`config.mk`:
```
export PLATFORM = sky130hd
export DESIGN_NAME = biba_ram
export DESIGN_NICKNAME = d
export VERILOG_FILES = /design/src/rtl/core/bitmap_inode_block_allocator_assert.svh /design/src/rtl/core/biba_ram.sv
export SDC_FILE = /design/constraint.sdc
export NUM_CORES = 2
export LEC_CHECK = 0
export BUFFER_PORTS_ARGS = -buffer_cell sky130_fd_sc_hd__buf_4
export CAP_MARGIN = 20
export CORE_MARGIN = 2
export CORE_UTILIZATION = 45
export DETAILED_ROUTE_END_ITERATION = 8
export PLACE_DENSITY = 0.67
export REMOVE_ABC_BUFFERS = 1
export SYNTH_ARGS = -nofsm -noshare
export SYNTH_HDL_FRONTEND = slang
export SYNTH_SLANG_ARGS = --single-unit
```
`constraint.sdc`:
```
create_clock -name clk -period 11.2 [get_ports clk]
set_input_delay 0.56 -clock clk [delete_from_list [all_inputs] [get_ports clk]]
set_output_delay 0.56 -clock clk [all_outputs]
set_load 0.01 [all_outputs]
```
`src/rtl/core/bitmap_inode_block_allocator_assert.svh`:
```
// assertion macros for the bitmap inode and block allocator
`ifndef BITMAP_INODE_BLOCK_ALLOCATOR_ASSERT_SVH
`define BITMAP_INODE_BLOCK_ALLOCATOR_ASSERT_SVH

// same-cycle implication, disabled while in reset
`define BIBA_ASSERT_IMP(lbl, clk, rst_n, ante, cons, msg) \
    lbl: assert property (@(posedge clk) disable iff (!rst_n) (ante) |-> (cons)) \
        else $error(msg);

// next-cycle implication, disabled while in reset
`define BIBA_ASSERT_NXT(lbl, clk, rst_n, ante, cons, msg) \
    lbl: assert property (@(posedge clk) disable iff (!rst_n) (ante) |=> (cons)) \
        else $error(msg);

`endif

```
`src/rtl/core/biba_ram.sv`:
```
// generic single-port-write ram with registered read
module biba_ram
    #(
        parameter int WIDTH = 64,
        parameter int DEPTH = 64,
        localparam int AW = (DEPTH > 1) ? $clog2(DEPTH) : 1
    )
    (
        input  logic             clk,
        input  logic             we,
        input  logic [AW-1:0]    waddr,
        input  logic [WIDTH-1:0] wdata,
        input  logic [AW-1:0]    raddr,
        output logic [WIDTH-1:0] rdata
    );

    logic [WIDTH-1:0] mem_reg [DEPTH];
    logic [WIDTH-1:0] rdata_reg;

    always_ff @(posedge clk)
    begin
        if (we)
        begin
            mem_reg[waddr] <= wdata;
        end
        rdata_reg <= mem_reg[raddr];
    end

    assign rdata = rdata_reg;

endmodule

```
Word-level counts from Yosys, hierarchy flattened
Memory sizes are Yosys's and may differ from the RTL's. A register that Yosys moved wholly into a read port is not among the register bits.
Cells that the tools add are included.
{"block": "totals", "latch_bits": 0, "register_bits": 0, "ramBits": 4096, "romBits": 0, "n_memories": 1}
{"name": "mem_reg", "depth": 64, "word_bits": 64, "rd": 1, "rd_ports_with_merged_regs": 1, "wr": 1, "line_no": "biba_ram.sv:17", "source": "logic [WIDTH-1:0] mem_reg [DEPTH];"}
{"block": "classes", "bitwise": 0, "n_eq_ne": 0, "n_addsub": 0, "magnitude_cmp": 0, "n_div": 0, "n_reduce_logical": 0, "muxes": 2, "mul": 0, "shifts": 0}
{"operator": "two-way mux 1 bit", "count": 2}

Longest topological paths before layout
{"block": "depth", "depth_word": 2, "depth_mapped": 9}

Worst setup path before layout
OpenSTA, ideal clock, no wires.
{"block": "synth_timing", "path_kind": "input to register", "startpoint": "input waddr[3]", "endpoint": "memory mem_reg[48][0], enable pin", "slack_ps": 5204, "setup_time_ps": 564, "path_stages": 4, "t_required_ps": 10636, "arrival_time_ps": 5432, "path_buffers": 1, "cell_sequence": "clkbuf_1 nor2b_1 nand4b_1 nor3_1"}
{"element": "from (decl)", "line_no": "biba_ram.sv:11", "source": "input logic [AW-1:0] waddr,"}
{"element": "to (decl)", "line_no": "biba_ram.sv:17"}
Straight into the memory's write port.

==> flow_metrics.tcl <==
set metrics [dict create \
    rows 216 \
    synth_seq_cells 4160 \
    h-tree-depth 5 \
    drtIter0Drc 10800 \
    ir_drop_mv 0.189 \
    hold_viol 0 \
    period_minus_slack_ns 3.83 \
    ys_seq_area_share_pct 79.5 \
    grt_pass1_vias 75200 \
    ys_warn_count 0 \
    fillers 26300 \
    clkTransAtPathRegs_ns 0.07 \
    drive_above_1_share_pct 28.1 \
    track_usage_pct 23.3 \
    arrival_ns 4.59 \
    start_util_pct 45.2 \
    status "completed" \
    nets 7046 \
    ys_types 33 \
    cts_tree "built" \
    synth_area_per_cell_sq_um 23.7 \
    ys.flop_type "edfxtp_1" \
    hpwl_um 213000 \
    drc 0 \
    postCtsHoldBufs 0 \
    critical_path_class "input port to register" \
    crit_end "rdata[17]$_DFF_P_" \
    power.leakage_nw 54.9 \
    drv_slew 0 \
    synthArstFlopShare_pct 0 \
    holdWs_ns 0.105 \
    worst_slew_pin_slew_ns 1.29 \
    die-width_um 593 \
    startpoint_type "input port" \
    fin_total_pwr_mw 32.5 \
    vias 75200 \
    cp_max_fo 55 \
    grt_pass1_wl_um 580000 \
    grt_max_degree 134 \
    setup_tns_ns 0 \
    vias_per_cell 6.31 \
    coreArea_sq_um 346000 \
    firstDrtPassIters 6 \
    antenna_found_initial 21 \
    root_buffer "clkbuf_16" \
    max-cap-violations 0 \
    io_buffers 141 \
    setup_violations 0 \
    largest_reg_flops 4096 \
    skew_ns 0.0857 \
    clk_latency_ns 0.97 \
    r2r_start "mem_reg[8][46]$_DFFE_PP_" \
    crit_required_ns 11.96 \
    die_h_um 593 \
    dieArea_sq_um 352000 \
    min_path_type "input port to register" \
    fin_crit_sh_pct 34.2 \
    synth-edff-count 4096 \
    syn_inst 6598 \
    io_pins 142 \
    clockBufferDepth 4 \
    cts_resized 0 \
    rsz0062_at_grt "no" \
    r2r_cells 5 \
    gp_congestion 0.774 \
    crit_start "raddr[2]" \
    synth_area_sq_um 156000 \
    wl_per_cell_um 34.8 \
    clock-sinks 4160 \
    reg2reg_slack_ns 8.99 \
    grt-ovfl-total 0 \
    crit_path_end_kind "register" \
    max_freq_mhz 261 \
    slew_headroom_pct 13.9 \
    postRouteAntennaNets 0 \
    power.density_nw_per_um2 184 \
    cts_setup_buffers 0 \
    routed_wirelength_um 415000 \
    cts_inserted_buffers 406 \
    syn_to_final_growth_pct 13.2 \
    r2r-end "rdata[46]$_DFF_P_" \
]
## cells in the final DEF, fill, tap and decap left out, types with 47 or more instances in the layout
| cell | netlist | layout |
|---|---|---|
| edfxtp_1 | 4096 | 4096 |
| mux4_2 | 1024 | 1024 |
| clkbuf_16 | 0 | 411 |
| buf_4 | 34 | 315 |
| a22oi_1 | 168 | 168 |
| mux2i_1 | 135 | 135 |
| a22o_1 | 88 | 88 |
| o22ai_1 | 83 | 83 |
| clkbuf_1 | 140 | 81 |
| clkinv_1 | 0 | 80 |
| clkinv_2 | 0 | 79 |
| nor2_4 | 0 | 65 |
| and3_1 | 64 | 64 |
| dfxtp_1 | 64 | 64 |
| a211oi_1 | 63 | 63 |
| nand2_1 | 58 | 55 |
| nor2_1 | 112 | 47 |
## Yosys cell counts, drive strengths merged, types with 28 or more instances
cell type  number  area, sq um
edfxtp       4096       123000
mux4         1024        23100
buf           230         1250
a22oi         168         1260
clkbuf        140          526
mux2i         135         1350
nor2          112          420
a22o           88          771
o22ai          83          519
and3           64          400
dfxtp          64         1280
a211oi         63          473
nand2          58          218
nand3          45          225
o221ai         38          333
or3            29          181
nor2b          28          175
or2            28          175
## routing by layer
metal | GRT usage, % | vias up | wire length (um)
li1 | - | 29300 | -
met1 | 32.6 | 40800 | 158000
met2 | 37.7 | 4415 | 203000
met3 | 3.70 | 707 | 40100
met4 | 7.38 | 8 | 13500
met5 | 0 | - | 54
## where the power goes
part           leakage (nW)  internal (mW)  switching (mW)  total [mW]
Clock                  6.57           7.92            5.83        13.8
Combinational          11.0          0.551           0.882        1.43
Sequential             37.4           17.2          0.0610        17.3
## layout make-up
type	count	area (sq um)	area share, %
diodes	11	27.5	0.0155
clock buffers	512	10900	6.14
clock inverters	244	2570	1.45
inverters	19	71.3	0.0403
multi-input cells	2049	30800	17.4
flip-flops and latches	4160	124000	70.2
well taps	4578	5730	3.24
repair buffers	332	2710	1.53
## worst max-delay path, cell delays in order
cell and delay, ns:
buf_8 0.32, buf_4 0.70, buf_4 0.79, buf_4 0.75, mux4_2 0.43, mux2i_1 0.14, nand2_1 0.09, a31oi_1 0.39
a211oi_1 0.08
## kinds of logic after synthesis
group	synth area share, %
flops	79.5
mux	15.6
simple gates	1.24
buf+inv	1.18
compound gates	2.48
## metrics by stage
| step | setup slack, ns | cell area [sq um] | util, % | instances |
|---|---|---|---|---|
| after floorplan | 5.34 | 155000 | - | 6228 |
| after global placement | 6.48 | 164000 | 47.3 | 11100 |
| after detailed placement | 6.47 | 164000 | 47.3 | 11100 |
| after CTS | 7.49 | 177000 | 51.1 | 11900 |
| after global routing | 7.33 | 177000 | 51.2 | 11900 |
| final | 7.37 | 177000 | 51.2 | 11900 |
## how the worst min path moves through the flow
stage | depth (start not counted) | from | to
after floorplan | 0 | wdata[0] | mem_reg[0][0]$_DFFE_PP_
after global placement | 4 | mem_reg[47][48]$_DFFE_PP_ | rdata[48]$_DFF_P_
after detailed placement | 4 | mem_reg[4][61]$_DFFE_PP_ | rdata[61]$_DFF_P_
after CTS | 1 | wdata[9] | mem_reg[22][9]$_DFFE_PP_
after global routing | 1 | wdata[13] | mem_reg[30][13]$_DFFE_PP_
final | 1 | wdata[9] | mem_reg[23][9]$_DFFE_PP_
Note: power is estimated with default switching activity, not from simulation.
