[src/rtl/core/bitmap_inode_block_allocator_assert.svh]
// assertion macros for the bitmap inode and block allocator
`ifndef BITMAP_INODE_BLOCK_ALLOCATOR_ASSERT_SVH
`define BITMAP_INODE_BLOCK_ALLOCATOR_ASSERT_SVH

// same-cycle implication, disabled while in reset
`define BIBA_ASSERT_IMP(lbl, clk, rst_n, ante, cons, msg) \
    lbl: assert property (@(posedge clk) disable iff (!rst_n) (ante) |-> (cons)) \
        else $error(msg);

// next-cycle implication, disabled while in reset
`define BIBA_ASSERT_NXT(lbl, clk, rst_n, ante, cons, msg) \
    lbl: assert property (@(posedge clk) disable iff (!rst_n) (ante) |=> (cons)) \
        else $error(msg);

`endif

[src/rtl/core/biba_pkg.sv]
// shared types and constants for the bitmap inode and block allocator
package biba_pkg;

    localparam int DEF_INODE_TOTAL = 64;
    localparam int DEF_MAP_BLOCKS  = 4096;

    localparam int WORD_BITS  = 64;
    localparam int WORD_IDX_W = 6;

    localparam int ROOT_INODE       = 1;
    localparam int FIRST_FREE_INODE = 2;
    localparam int FIRST_DATA_BLOCK = 8;
    localparam int RESERVED_LAST    = 7;

    // reset contents of block map row 0: blocks 0 through the last reserved one
    localparam logic [WORD_BITS-1:0] ROW0_RESET =
        (WORD_BITS'(1) << (RESERVED_LAST + 1)) - WORD_BITS'(1);

    localparam logic [2:0] KIND_ALLOC_PAIR  = 3'd0;
    localparam logic [2:0] KIND_ALLOC_BLOCK = 3'd1;
    localparam logic [2:0] KIND_FREE_INODE  = 3'd2;
    localparam logic [2:0] KIND_FREE_BLOCK  = 3'd3;
    localparam logic [2:0] KIND_FORMAT      = 3'd4;
    localparam logic [2:0] KIND_TEST_INODE  = 3'd5;
    localparam logic [2:0] KIND_TEST_BLOCK  = 3'd6;

    typedef enum logic [2:0] {
        ST_IDLE,
        ST_EXEC,
        ST_ISCAN,
        ST_BSCAN,
        ST_COMMIT,
        ST_MRD,
        ST_MOD
    } state_t;

    typedef struct packed {
        logic                  found;
        logic [WORD_IDX_W-1:0] pos;
    } ffz_res_t;

endpackage

[src/rtl/core/biba_ffz.sv]
// first free bit finder over one map word, bounded by a low and a high bit
module biba_ffz
    import biba_pkg::*;
    (
        input  logic [WORD_BITS-1:0]  word,
        input  logic [WORD_IDX_W-1:0] lo,
        input  logic [WORD_IDX_W:0]   hi,
        output ffz_res_t              res
    );

    logic [WORD_BITS-1:0]  mask;
    logic [WORD_BITS-1:0]  cand;
    logic [WORD_BITS-1:0]  lowest;
    logic [WORD_IDX_W-1:0] pos;

    always_comb
    begin
        for (int j = 0; j < WORD_BITS; j++)
        begin
            mask[j] = ((WORD_IDX_W+1)'(j) >= {1'b0, lo}) && ((WORD_IDX_W+1)'(j) < hi);
        end
    end

    // free and eligible bits, then isolate the lowest one
    assign cand   = ~word & mask;
    assign lowest = cand & (~cand + WORD_BITS'(1));

    always_comb
    begin
        pos = '0;
        for (int j = 0; j < WORD_BITS; j++)
        begin
            if (lowest[j])
            begin
                pos = pos | WORD_IDX_W'(j);
            end
        end
    end

    assign res.found = |cand;
    assign res.pos   = pos;

endmodule

[config.mk]
export PLATFORM = sky130hd
export DESIGN_NAME = biba_ffz
export DESIGN_NICKNAME = d
export VERILOG_FILES = /design/src/rtl/core/bitmap_inode_block_allocator_assert.svh /design/src/rtl/core/biba_pkg.sv /design/src/rtl/core/biba_ffz.sv
export SDC_FILE = /design/constraint.sdc
export NUM_CORES = 1
export LEC_CHECK = 0
export ABC_AREA = 0
export BUFFER_PORTS_ARGS = -buffer_cell sky130_fd_sc_hd__buf_2
export CAP_MARGIN = 20
export CORE_MARGIN = 4
export CORE_UTILIZATION = 45
export DETAILED_ROUTE_END_ITERATION = 8
export PLACE_DENSITY_LB_ADDON = 0.08
export SKIP_LAST_GASP = 1
export SYNTH_ARGS = -nofsm -noshare
export SYNTH_HDL_FRONTEND = slang
export SYNTH_SLANG_ARGS = --single-unit
[constraint.sdc]
create_clock -name vclk -period 3.9
set_input_delay 0.585 -clock vclk [all_inputs]
set_output_delay 0.585 -clock vclk [all_outputs]
set_load 0.01 [all_outputs]
After elaboration in Yosys (flattened, before gate mapping):

Cells that the tools add are included.

* register bits: 0
* output and inout bits: 7
* logic and storage cells: 259

* add/sub/neg operators: 1
* order comparisons: 127
* multiplexer cells: 63
* bitwise logic cells: 4
* reductions and logical operators: 64

Operators with widths (number)
* < comparator 6 x 7 -> 1 bit, first input constant: 32
* two-way mux 6 bit: 32
* >= comparator 6 bit, first input constant: 31
* AND 64 bit: 2
* inverter 64 bit: 2
* < comparator 5 x 7 -> 1 bit, first input constant: 16
* >= comparator 5 x 6 -> 1 bit, first input constant: 16
* two-way mux 5 bit: 16
* adder 64 x 1 -> 64 bit, second input constant: 1
* OR reduction 64 bit: 1
* logical AND 1 bit: 63
* < comparator 4 x 7 -> 1 bit, first input constant: 8
* >= comparator 4 x 6 -> 1 bit, first input constant: 8
* two-way mux 4 bit: 8
* < comparator 3 x 7 -> 1 bit, first input constant: 4
* >= comparator 3 x 6 -> 1 bit, first input constant: 4
* < comparator 1 x 7 -> 1 bit, first input constant: 2
* < comparator 2 x 7 -> 1 bit, first input constant: 2
* >= comparator 1 x 6 -> 1 bit, first input constant: 2
* >= comparator 2 x 6 -> 1 bit, first input constant: 2
* two-way mux 3 bit: 4
* two-way mux 2 bit: 2
* two-way mux 1 bit: 1

Longest topological paths before layout:

* depth in word-level cells: 69
* depth in mapped cells: 13

Worst setup path before layout:

No wires, ideal clock.

* kind: input to output
* from: in lo[1]
* to: out res[2] in the netlist's numbering
* data arrival time: 3.201 ns
* path slack: 0.114 ns
* stages on the path: 9
* buffers on the path: 0
* cells stage by stage: or4_1 a311o_1 and4_4 nand4_2 nor4_4 and2_4 a32o_1 or4_1 or4_1

RTL lines
* start, declared: line biba_ffz.sv:6 `input logic [WORD_IDX_W-1:0] lo,`
* end, declared: line biba_ffz.sv:8 `output ffz_res_t res`

==> metrics.md <==
| Metric | Value |
|---|---|
| Placed Cells | 801 |
| Minimum clock period | 4.10 ns |
| Failing checks | DRC, setup timing |
| Reg area | 0 sq um |
| WL final | 19800 um |
| Max_slew headroom | 0.594 |
| Internal power | 336 uW |
| Finished Core Util | 0.821 |
| Die Width | between 90 and 100 um |
| Seq pwr share | 0 |
| DRT iter0 DRCs | 910 |
| Layout Cells excl Fill | 815 |
| Vias in the first global route | 5547 |
| Cts-stage hold buffer count | 0 |
| Hold depth | 4 |
| Type of origin of the critical path | input pin |
| Final HPWL DP | 14600 um |
| Number of antenna violations at the first check in global routing | 0 |
| Largest net degree at the start of global routing | 17 |
| Hold path start | word[63] |
| Setup violations, final | 6 |
| CP max FO | 13 |
| Outcome | finished with violations |
| Worst Path Arrival | ~3.5 ns |
| Die area | between 0.008 and 0.009 sq mm |
| Grt total ovfl | 0 |
| First-pass GRT wire length | roughly 29000 um |
| RePlAce Congestion | 1.07 |
| Final max-slew violation count | 0 |
| DR vias/cell | roughly 7.3 |
| Hold path endpoint | res[6] |
| Period utilization | 1.05 |
| Mapped cell area | 0.00313 sq mm |
| Core Box Area | 0.00676 sq mm |
| Port bufs | 84 |
| Share of layout cells above drive strength 1 | 0.510 |
| Fmax | around 240 MHz |
| Nets | 814 |
| Antenna violation net count after detailed routing | 0 |
| Clk pwr share | 0 |
| Cells after synthesis | approximately 490 |
| Commonest non-fill, non-tap cell in the layout | buf_4 |
| Starting Density | 0.463 |
| Die Ht | a little over 90 um |
| Total vias in the final route | 5922 |
| Area grow syn2layout | 77.5% |
| Seq_cells | 0 |
| P_leak | roughly 0.0024 uW |
| Worst min-delay path class | in2out |
| Comb pwr share | 1.000 |
| CP Class | in2out |
| Yosys warnings | 0 |
| Netlist cell types | 82 |
| Pre-Repair DR Iteration Count | 9 |
| Final total negative setup slack | -0.484 ns |
| Power density over the cells | roughly 130 mW/mm^2 |
| Critical path required time | 3.31 ns |
| Hold Fails Final Rpt | 0 |
| Num rows | 30 |
| Max-cap violations | 0 |
| # IOs | 84 |
| Most frequent cells in the layout | 193 x buf_4, 75 x buf_2, 54 x nand2_1, 33 x o21ai_0, 32 x nor2_1 |
| Setup WS post-layout | -0.196 ns |
| Sequential area share after synthesis | 0 |
| Syn_nets | about 560 |
| Total GRT Usage | 0.422 |
| Clock buffer count | 0 |
| Worst Tran Pin Value | 0.603 ns |
| Syn_area_per_cell | 6.43 sq um |
| Switching power of the nets | 407 uW |
| Worst vdd ir | 0.0950 mV |
| Antenna Cells | 0 |
| Wirelength per Cell | 24.3 um |
| Sw Ratio | 0.548 |
| DRC Markers | 14 |
| Crit end category | output port |
| RSZ-0062 raised after global routing | true |
area by class of cell:
class,count,area (sq um)
tap,80,100
fill,442,1210
timing repair buffer,284,2020
multi-input combinational,445,3400
inverter,6,22.5
per-stage QoR:
step / hold slack (ns) / total power [uW] / instance area [sq um] / setup WS (ns)
final: 1.61 / 742 / 5550 / -0.196
after global routing: 1.66 / 776 / 5550 / -0.405
after CTS: 1.61 / 656 / 5200 / -0.109
after detailed placement: 1.61 / 613 / 4850 / -0.298
after global placement: 1.61 / 601 / 4850 / -0.245
after floorplan: 1.41 / 300 / 3130 / 0.114
worst max-delay path: stages:
cell	delay, ns
buf_4	0.16
buf_6	0.16
buf_4	0.14
o31a_1	0.27
nor4_1	0.30
buf_4	0.18
a211oi_1	0.06
nand3_2	0.17
nor3_2	0.07
buf_4	0.16
nand4_1	0.11
nand3_2	0.10
or4_4	0.52
or3_1	0.37
buf_2	0.15
cell usage after synthesis, drive strengths merged, types with 6 or more instances:
library cell,n,share of area
a31oi,8,0.018
nand2,56,0.068
buf,27,0.055
or2,8,0.016
and3,8,0.016
or4,10,0.024
a221o,6,0.019
a21oi,33,0.053
a211oi,15,0.036
nand4,20,0.042
or3,7,0.014
a221oi,7,0.020
nor3,16,0.026
nor4,19,0.054
a2111oi,8,0.030
inv,6,0.0072
and2,18,0.037
nand3,23,0.038
a21o,7,0.017
o21ai,36,0.058
nor2,38,0.047
a2111o,6,0.022
clkbuf,8,0.0096
power groups by stage:
| stage | logic [uW] | clock network (uW) | registers [uW] |
|---|---|---|---|
| detailed placement | 613 | 0 | 0 |
| global route | 776 | 0 | 0 |
| CTS | 656 | 0 | 0 |
| global placement | 601 | 0 | 0 |
| finish | 742 | 0 | 0 |
| floorplan | 300 | 0 | 0 |
how the worst max path moves through the flow:
stage	startpoint	slack, ns	endpoint	cells after the start
after floorplan	lo[1]	0.11	res[2]	9
after global placement	hi[4]	-0.24	res[1]	11
after detailed placement	hi[4]	-0.30	res[4]	12
after CTS	hi[5]	-0.11	res[4]	13
after global routing	lo[4]	-0.41	res[4]	15
final	lo[4]	-0.20	res[4]	15
timing repair:
item	CTS	global route
endpoints found under the hold margin	0	0
cloned	0	0
resized for setup	65	58
pin swaps	13	19
setup buffers	7	7
endpoints found under the setup margin	7	7
cell families after synthesis:
| group | after synthesis | share of synthesized area |
|---|---|---|
| buffers and inverters | 41 | 0.0717 |
| AO/OA/AOI/OAI | 192 | 0.456 |
| AND/OR/NAND/NOR | 253 | 0.472 |
per-layer routing:
| layer | vias to the layer above | GRT usage | share of wire |
|---|---|---|---|
| li1 | 2494 | - | - |
| met1 | 2645 | 0.469 | 0.33 |
| met2 | 555 | 0.712 | 0.44 |
| met3 | 228 | 0.0837 | 0.12 |
| met4 | 0 | 0.307 | 0.11 |
| met5 | - | 0 | 0 |
Power figures use the tool's default switching activity.
